==> src/hw/rtl/lphm_pkg.sv <==
// Shared types and constants of the linear probing hash map.
package lphm_pkg;

  localparam int unsigned TABLE_SLOTS_DEF = 1024;
  localparam int unsigned KEY_BYTES_DEF   = 8;

  localparam int unsigned KEY_FIELD_W = 64;
  localparam int unsigned LEN_W       = 4;
  localparam int unsigned VALUE_W     = 48;
  localparam int unsigned STATUS_W    = 3;
  localparam int unsigned IN_DATA_W   = 120;

  localparam int unsigned HASH_W = 16;
  localparam logic [HASH_W-1:0] DJB_SEED = 16'd5381;
  localparam int unsigned DJB_SHIFT = 5;

  typedef enum logic [STATUS_W-1:0] {
    STAT_INSERTED = 3'd0,
    STAT_UPDATED  = 3'd1,
    STAT_FULL     = 3'd2,
    STAT_HIT      = 3'd3,
    STAT_MISS     = 3'd4
  } lphm_status_e;

  typedef enum logic [2:0] {
    ST_CLEAR,
    ST_IDLE,
    ST_HASH,
    ST_CHECK
  } lphm_state_e;

endpackage

==> src/hw/rtl/lphm_ctrl.sv <==
// Request sequencer: hashing, probe loop, clearing sweep and result register.
module lphm_ctrl #(
  parameter int unsigned TABLE_SLOTS = lphm_pkg::TABLE_SLOTS_DEF,
  parameter int unsigned KEY_BYTES   = lphm_pkg::KEY_BYTES_DEF,
  parameter int unsigned IDX_W       = $clog2(TABLE_SLOTS),
  parameter int unsigned KEY_W       = 8 * KEY_BYTES,
  parameter int unsigned ENTRY_W     = 1 + lphm_pkg::LEN_W + KEY_W + lphm_pkg::VALUE_W
) (
  input  logic                              clk_i,
  input  logic                              rst_ni,
  input  logic                              in_valid_i,
  output logic                              in_ready_o,
  input  logic                              mode_i,
  input  logic [lphm_pkg::KEY_FIELD_W-1:0]  key_bytes_i,
  input  logic [lphm_pkg::LEN_W-1:0]        key_length_i,
  input  logic [lphm_pkg::VALUE_W-1:0]      value_in_i,
  output logic                              out_valid_o,
  input  logic                              out_ready_i,
  output logic [lphm_pkg::STATUS_W-1:0]     status_o,
  output logic [lphm_pkg::VALUE_W-1:0]      value_out_o,
  output logic                              ram_rd_en_o,
  output logic [IDX_W-1:0]                  ram_rd_addr_o,
  input  logic [ENTRY_W-1:0]                ram_rd_data_i,
  output logic                              ram_wr_en_o,
  output logic [IDX_W-1:0]                  ram_wr_addr_o,
  output logic [ENTRY_W-1:0]                ram_wr_data_o
);

  localparam int unsigned LEN_W   = lphm_pkg::LEN_W;
  localparam int unsigned VALUE_W = lphm_pkg::VALUE_W;
  localparam int unsigned HASH_W  = lphm_pkg::HASH_W;

  lphm_pkg::lphm_state_e  state_q, state_d;
  logic [IDX_W-1:0]       clr_q, clr_d;
  logic [IDX_W-1:0]       idx_q, idx_d;
  logic [IDX_W-1:0]       start_q, start_d;
  logic                   out_valid_q, out_valid_d;
  lphm_pkg::lphm_status_e out_status_q, out_status_d;
  logic [VALUE_W-1:0]     out_value_q, out_value_d;
  logic [HASH_W-1:0]      hash_q, hash_d;
  logic [LEN_W-1:0]       hcnt_q, hcnt_d;

  logic                   mode_q;
  logic [KEY_W-1:0]       key_q;
  logic [LEN_W-1:0]       len_q;
  logic [VALUE_W-1:0]     value_q;

  logic                   accept;
  logic [LEN_W-1:0]       len_sat;
  logic [KEY_W-1:0]       key_masked;

  logic                   e_used;
  logic [LEN_W-1:0]       e_len;
  logic [KEY_W-1:0]       e_key;
  logic [VALUE_W-1:0]     e_value;
  logic                   match;
  logic                   out_free;
  logic [IDX_W-1:0]       next_idx;
  logic                   lap_done;

  assign in_ready_o = (state_q == lphm_pkg::ST_IDLE);
  assign accept     = in_valid_i && in_ready_o;

  assign len_sat = (key_length_i > LEN_W'(KEY_BYTES)) ? LEN_W'(KEY_BYTES) : key_length_i;

  always_comb begin
    for (int b = 0; b < KEY_BYTES; b++) begin
      key_masked[8*b +: 8] = (LEN_W'(b) < len_sat) ? key_bytes_i[8*b +: 8] : 8'd0;
    end
  end

  assign e_used   = ram_rd_data_i[ENTRY_W-1];
  assign e_len    = ram_rd_data_i[ENTRY_W-2 -: LEN_W];
  assign e_key    = ram_rd_data_i[VALUE_W +: KEY_W];
  assign e_value  = ram_rd_data_i[VALUE_W-1:0];
  assign match    = e_used && (e_len == len_q) && (e_key == key_q);
  assign out_free = !out_valid_q || out_ready_i;
  assign next_idx = idx_q + IDX_W'(1);
  assign lap_done = (next_idx == start_q);

  always_comb begin
    state_d       = state_q;
    clr_d         = clr_q;
    idx_d         = idx_q;
    start_d       = start_q;
    hash_d        = hash_q;
    hcnt_d        = hcnt_q;
    out_valid_d   = out_valid_q && !out_ready_i;
    out_status_d  = out_status_q;
    out_value_d   = out_value_q;
    ram_rd_en_o   = 1'b0;
    ram_rd_addr_o = idx_q;
    ram_wr_en_o   = 1'b0;
    ram_wr_addr_o = idx_q;
    ram_wr_data_o = {1'b1, len_q, key_q, value_q};
    unique case (state_q)
      lphm_pkg::ST_CLEAR: begin
        ram_wr_en_o   = 1'b1;
        ram_wr_addr_o = clr_q;
        ram_wr_data_o = '0;
        clr_d         = clr_q + IDX_W'(1);
        if (clr_q == IDX_W'(TABLE_SLOTS - 1)) begin
          state_d = lphm_pkg::ST_IDLE;
        end
      end
      lphm_pkg::ST_IDLE: begin
        if (accept) begin
          state_d = lphm_pkg::ST_HASH;
          hash_d  = lphm_pkg::DJB_SEED;
          hcnt_d  = '0;
        end
      end
      lphm_pkg::ST_HASH: begin
        // fold one key byte per cycle into the low hash bits
        if (hcnt_q < len_q) begin
          hash_d = (hash_q << lphm_pkg::DJB_SHIFT) + hash_q + HASH_W'(key_q[8*hcnt_q +: 8]);
          hcnt_d = hcnt_q + LEN_W'(1);
        end else begin
          ram_rd_en_o   = 1'b1;
          ram_rd_addr_o = hash_q[IDX_W-1:0];
          idx_d         = hash_q[IDX_W-1:0];
          start_d       = hash_q[IDX_W-1:0];
          state_d       = lphm_pkg::ST_CHECK;
        end
      end
      lphm_pkg::ST_CHECK: begin
        if (!e_used || match || lap_done) begin
          // hold the read data until the result register is free
          if (out_free) begin
            out_valid_d = 1'b1;
            out_value_d = '0;
            state_d     = lphm_pkg::ST_IDLE;
            if (!e_used) begin
              out_status_d = mode_q ? lphm_pkg::STAT_MISS : lphm_pkg::STAT_INSERTED;
              ram_wr_en_o  = !mode_q;
            end else if (match) begin
              out_status_d = mode_q ? lphm_pkg::STAT_HIT : lphm_pkg::STAT_UPDATED;
              out_value_d  = mode_q ? e_value : '0;
              ram_wr_en_o  = !mode_q;
            end else begin
              out_status_d = mode_q ? lphm_pkg::STAT_MISS : lphm_pkg::STAT_FULL;
            end
          end
        end else begin
          ram_rd_en_o   = 1'b1;
          ram_rd_addr_o = next_idx;
          idx_d         = next_idx;
        end
      end
      default: begin
        state_d = lphm_pkg::ST_CLEAR;
      end
    endcase
  end

  always_ff @(posedge clk_i or negedge rst_ni) begin
    if (!rst_ni) begin
      state_q     <= lphm_pkg::ST_CLEAR;
      clr_q       <= '0;
      out_valid_q <= 1'b0;
    end else begin
      state_q     <= state_d;
      clr_q       <= clr_d;
      out_valid_q <= out_valid_d;
    end
  end

  always_ff @(posedge clk_i) begin
    idx_q        <= idx_d;
    start_q      <= start_d;
    hash_q       <= hash_d;
    hcnt_q       <= hcnt_d;
    out_status_q <= out_status_d;
    out_value_q  <= out_value_d;
    if (accept) begin
      mode_q  <= mode_i;
      key_q   <= key_masked;
      len_q   <= len_sat;
      value_q <= value_in_i;
    end
  end

  assign out_valid_o = out_valid_q;
  assign status_o    = out_status_q;
  assign value_out_o = out_value_q;

endmodule

==> config.mk <==
export PLATFORM = sky130hd
export DESIGN_NAME = lphm_ctrl
export DESIGN_NICKNAME = d
export VERILOG_FILES = /design/src/hw/rtl/lphm_pkg.sv /design/src/hw/rtl/lphm_ctrl.sv
export SDC_FILE = /design/constraint.sdc
export NUM_CORES = 1
export LEC_CHECK = 0
export CAP_MARGIN = 5
export CORE_ASPECT_RATIO = 1.4
export CORE_MARGIN = 2
export CORE_UTILIZATION = 35
export CTS_BUF_LIST = sky130_fd_sc_hd__clkbuf_4 sky130_fd_sc_hd__clkbuf_8
export CTS_CLUSTER_SIZE = 24
export DETAILED_ROUTE_END_ITERATION = 10
export DONT_BUFFER_PORTS = 1
export GPL_ROUTABILITY_DRIVEN = 0
export MAX_ROUTING_LAYER = met4
export PLACE_DENSITY_LB_ADDON = 0.1
export SLEW_MARGIN = 5
export SYNTH_ARGS = -nofsm -noshare
export SYNTH_HDL_FRONTEND = slang
export SYNTH_SLANG_ARGS = --single-unit
==> constraint.sdc <==
create_clock -name clk_i -period 7 [get_ports clk_i]
set_input_delay 1.4 -clock clk_i [delete_from_list [all_inputs] [get_ports clk_i]]
set_output_delay 1.4 -clock clk_i [all_outputs]
set_load 0.05 [all_outputs]
* Yosys cells after proc, flatten, opt, wreduce, memory -nomap -nowiden
Cells that the tools add are included.
Word-level totals: bits in registers 222, bits of input ports 238
Operators by class: add/subtract/negate cells 5, order comparisons 10, equal/unequal tests 13, shift-type cells 1, multiplexer cells 34, bitwise logic cells 1, reduce and logical (&&, ||, !) cells 18
Operators with widths (count):
- $mux W117 | 1
- $eq A64 B64 Y1 | 1
- $shiftx A64 B8 Y8 | 1
- $mux W16 | 2
- $pmux W16 S2 | 1
- $mux W10 | 3
- $mux W3 | 9
- $add A10 B1 Y10 const B | 2
- $pmux W10 S2 | 1
- $add A16 B16 Y16 | 1
- $add A16 B8 Y16 | 1
- $lt A3 B4 Y1 const A | 4
- $mux W4 | 3
- $pmux W3 S4 | 1
- $eq A10 B10 Y1 | 1
- $eq A10 B10 Y1 const B | 1
- $ne A2 B2 Y1 const B | 5
- $mux W1 | 9
- $reduce_and A3 Y1 | 3
- $lt A1 B4 Y1 const A | 2
- $lt A2 B4 Y1 const A | 2
- $pmux W4 S2 | 1
- $eq A3 B2 Y1 const B | 2
- $reduce_and A5 Y1 | 1
- other kinds (15) | 24

* Depth between registers and ports, before layout
depth after elaboration 8, depth in mapped cells 15

* Worst setup path before layout
Ideal clock, no wire load.
path type input to output, from input ram_rd_data_i[53], to output ram_wr_en_o, arrival 3.706 ns, data required time 5.600 ns, setup slack 1.894 ns, stages 10, path through nor2b_1 -> a2111o_1 -> a2111oi_4 -> nand4_2 -> nor4_2 -> buf_2 -> ha_1 -> nor2b_1 -> nor3_1 -> a41o_1
On the way: longest elaborated chain between the ends 7, elaborated cells between the ends (all ways) 9
RTL lines:
- start, declared | line lphm_ctrl.sv:23 | input logic [ENTRY_W-1:0] ram_rd_data_i,
- $eq A64 B64 Y1 * | line lphm_ctrl.sv:76 | assign match = e_used && (e_len == len_q) && (e_key == key_q);
- $logic_and A1 B1 Y1 * | line lphm_ctrl.sv:76
- via match | line lphm_ctrl.sv:56 | logic match;
- $mux W1 | line lphm_ctrl.sv:136 | end else if (match) begin
- $mux W1 | line lphm_ctrl.sv:133 | if (!e_used) begin
- $mux W1 | line lphm_ctrl.sv:129 | if (out_free) begin
- $mux W1 * | line lphm_ctrl.sv:127 | if (!e_used || match || lap_done) begin
- $pmux W1 S2 * | line lphm_ctrl.sv:96 | unique case (state_q)
- end, declared | line lphm_ctrl.sv:24 | output logic ram_wr_en_o,
Mark *: on every way through the listed nets, which the timed path passes. The rest lies on a longest branch.

* Final worst setup path
from input ram_rd_data_i[64], to output ram_wr_en_o
On the way: longest elaborated chain between the ends 7, elaborated cells between the ends (all ways) 9
RTL lines (line):
- $eq A64 B64 Y1 * | lphm_ctrl.sv:76
- $logic_and A1 B1 Y1 * | lphm_ctrl.sv:76
- $mux W1 | lphm_ctrl.sv:136
- $mux W1 | lphm_ctrl.sv:133
- $mux W1 | lphm_ctrl.sv:129
- $mux W1 * | lphm_ctrl.sv:127
- $pmux W1 S2 * | lphm_ctrl.sv:96
Mark *: on every way between the ends. The rest lies on a longest branch, timed or not.

==> qor.yml <==
initial_utilization_pct: 35.3
synth_area_leaders: "edfxtp_1, nor2b_1, mux4_2"
whs_path_depth: 1
critical_path_class: "primary input to output port"
detail_route.iter0.violations: 470
nFillCells: 3119
ys_seq_area_share_pct: 55.3
io_buffers: 0
die_width_um: 156
synth_compound_area_share_pct: 5.90
num_io_pins: 430
final_nets: 1218
crit_path_max_fanout: 21
root_buffer: "clkbuf_8"
grt-ovfl-total: 0
holdPathEnd: "clr_q[8]"
hp-start: "clr_q[8]"
synth_seq_cells: 215
grt_pass1_vias: 7736
ff2ff_path_depth: 8
cts_buffers: 38
holdCritPathClass: "register to register"
cp.arrival_ns: 4.22
synth_ff_type: "edfxtp_1"
wirelength_mm: 40.2
period_share_pct: 80.3
drive_gt1_share_pct: 11.6
p_leak_nw: 4.63
grt_antenna_before_repair: 7
drt_pre_antenna_iters: 4
cts.sinks: 215
synth_top_family_by_area: "simple AND/OR/NAND/NOR gates"
viasPerCell: 5.48
core_area_um2: 32200
cp-end-kind: "output port"
r2r_setup_slack_ns: 2.76
dieHeight_um: 217
synthMuxAreaShare_pct: 5.76
maxCapViolCount: 0
drcViolationCount: 0
fmax_mhz: 178
synth_area_per_cell_um2: 12.0
htree_levels: 2
wire_per_inst_um: 29.2
setup-tns-final_ns: 0
grt_pass1_wl_mm: 55.2
setup_violations: 0
yosysTopAreaCell: "edfxtp_1"
synthesis.nets: 1215
areaGrowthSynthToFinish_pct: 10.1
worstSkewPairLatency_ns: 0.56
hold_slack_ns: 0.494
synth_simple_gate_area_share_pct: 20.3
die_area_um2: 34000
synth_top_area_share_pct: 50.7
post_cts_resized: 0
synthXorXnorAreaFrac_pct: 5.39
worst_r2r_endpoint: "value_out_o[31]"
cts_max_path_buffers: 3
setup_ws_ns: 1.38
synthAdderAreaFrac_pct: 3.67
fin_util_pct: 38.9
relSlewSlack_pct: 24.4
antenna_left: 0
post-cts-setup-buffers: 0
vias: 7535
cts_tree: "yes"
dp_hpwl_mm: 31.1
cts_hold_buf: 0
tightest_slew_ns: 1.13
syn_inst: 946
startpoint_type: "primary input"
rsz0062_at_grt: "no"
synth-edff-count: 192
ys_warn_count: 0
worst_ep_required_time_ns: 5.60
async_flop_share_pct: 6.05
outcome: "completed"
synth.distinct_cells: 67
hold_viol: 0
finalCriticalPeriod_ns: 5.62
syn_area_um2: 11400
rows: 78
fin_skew_ns: 0.0321
pre_cts_ws_ns: 1.51
ir_worst_vdd_uv: 217
slew_viol_final: 0
grt.total_usage_pct: 23.6
grt_max_degree: 81
path_clk_slew_ns: 0.06
power_density_nw_per_um2: 541
timing.rr.start: "key_q[55]"
## stage by stage
stage	total power [mW]	instances	area [um^2]
global placement	5.67	1309	11800
floorplan	4.99	946	11400
finish	6.77	1375	12500
CTS	6.85	1370	12500
detailed placement	5.67	1309	11800
global route	7.11	1375	12500
## cell type report
| class | count | area (um^2) | share of cell area [%] |
|---|---|---|---|
| flip-flops and latches | 215 | 6290 | 50.2 |
| multi-input cells | 632 | 4730 | 37.7 |
| repair buffers | 15 | 113 | 0.899 |
| clock inverters | 9 | 65.1 | 0.519 |
| diodes | 5 | 12.5 | 0.0999 |
| clock buffers | 52 | 641 | 5.11 |
| well taps | 400 | 500 | 4.00 |
| inverters | 47 | 176 | 1.41 |
## report_power, final
part / internal (mW) / switching, mW / total [mW] / leakage [nW]
clock: 0.622 / 0.526 / 1.15 / 0.370
combinational: 0.826 / 2.38 / 3.20 / 2.26
sequential: 1.82 / 0.597 / 2.42 / 2.00
## synth_stat cells, types with 15 or more instances
master      n
a21oi_1    15
mux4_2     16
and2_1     23
mux2i_1    16
o21ai_0    15
nor4_1     16
clkbuf_1   36
inv_1      46
xor2_1     40
xnor2_1    30
edfxtp_1  192
nand3_1    21
nor2b_1   175
nor2_1     38
and3_1     51
nand2_1    24
ha_1       27
## kinds of logic after synthesis
family / after synthesis
xor+xnor: 70
simple gates: 395
compound gates: 92
flops: 215
fa+ha+maj: 31
buf+inv: 99
mux: 44
## registers in the layout, summed over array words and instances (netlist names)
signal       flops
hcnt_q           4
len_q            4
state_q          2
value_out_o     48
key_q           64
idx_q           10
value_q         48
hash_q          10
start_q         10
clr_q           10
out_valid_o      1
mode_q           1
status_o         3
## routing by layer
layer,up-vias,global-route usage (%),wire [um]
met4,0,5.93,873
li1,3408,-,-
met1,3743,23.5,13500
met2,331,44.7,23000
met3,53,6.59,2790
met5,-,-,0
## how the worst max path moves through the flow
stage                                 start           to  slack [ns]  depth (start not counted)
after floorplan           ram_rd_data_i[53]  ram_wr_en_o        1.89                         10
after global placement    ram_rd_data_i[64]  ram_wr_en_o        1.51                          7
after detailed placement  ram_rd_data_i[64]  ram_wr_en_o        1.51                          7
after CTS                 ram_rd_data_i[64]  ram_wr_en_o        1.50                          7
after global routing               idx_q[0]  ram_wr_en_o        1.42                          8
final                     ram_rd_data_i[64]  ram_wr_en_o        1.38                          7
## critical path: stages
cell	delay [ns]
xor2_1	0.14
nor4_1	0.78
nand4_1	0.41
o41ai_2	0.39
buf_4	0.31
or2_2	0.23
a41o_1	0.54
## cells in the final DEF (no fill, tap or decap), types with 4 or more instances in the layout
cell,netlist,routed
a2111o_1,4,4
a21o_1,5,5
a21oi_1,15,15
a31oi_1,10,10
and2_1,23,22
and3_1,51,50
buf_4,1,15
clkbuf_4,0,12
clkbuf_8,0,40
clkinv_1,1,7
dfrtp_1,13,13
dfxtp_1,10,10
diode_2,0,5
edfxtp_1,192,192
fa_1,4,4
ha_1,27,26
inv_1,46,46
mux2_2,11,11
mux2i_1,16,16
mux4_2,16,16
nand2_1,24,24
nand2b_1,10,10
nand3_1,21,21
nand4_1,10,10
nor2_1,38,38
nor2b_1,175,175
nor3_1,7,6
nor4_1,16,14
o21ai_0,15,11
o21ai_1,0,4
o22ai_1,13,13
or3_1,4,4
or4_1,5,5
xnor2_1,30,30
xor2_1,40,40
(Power assumes the default switching activity.)
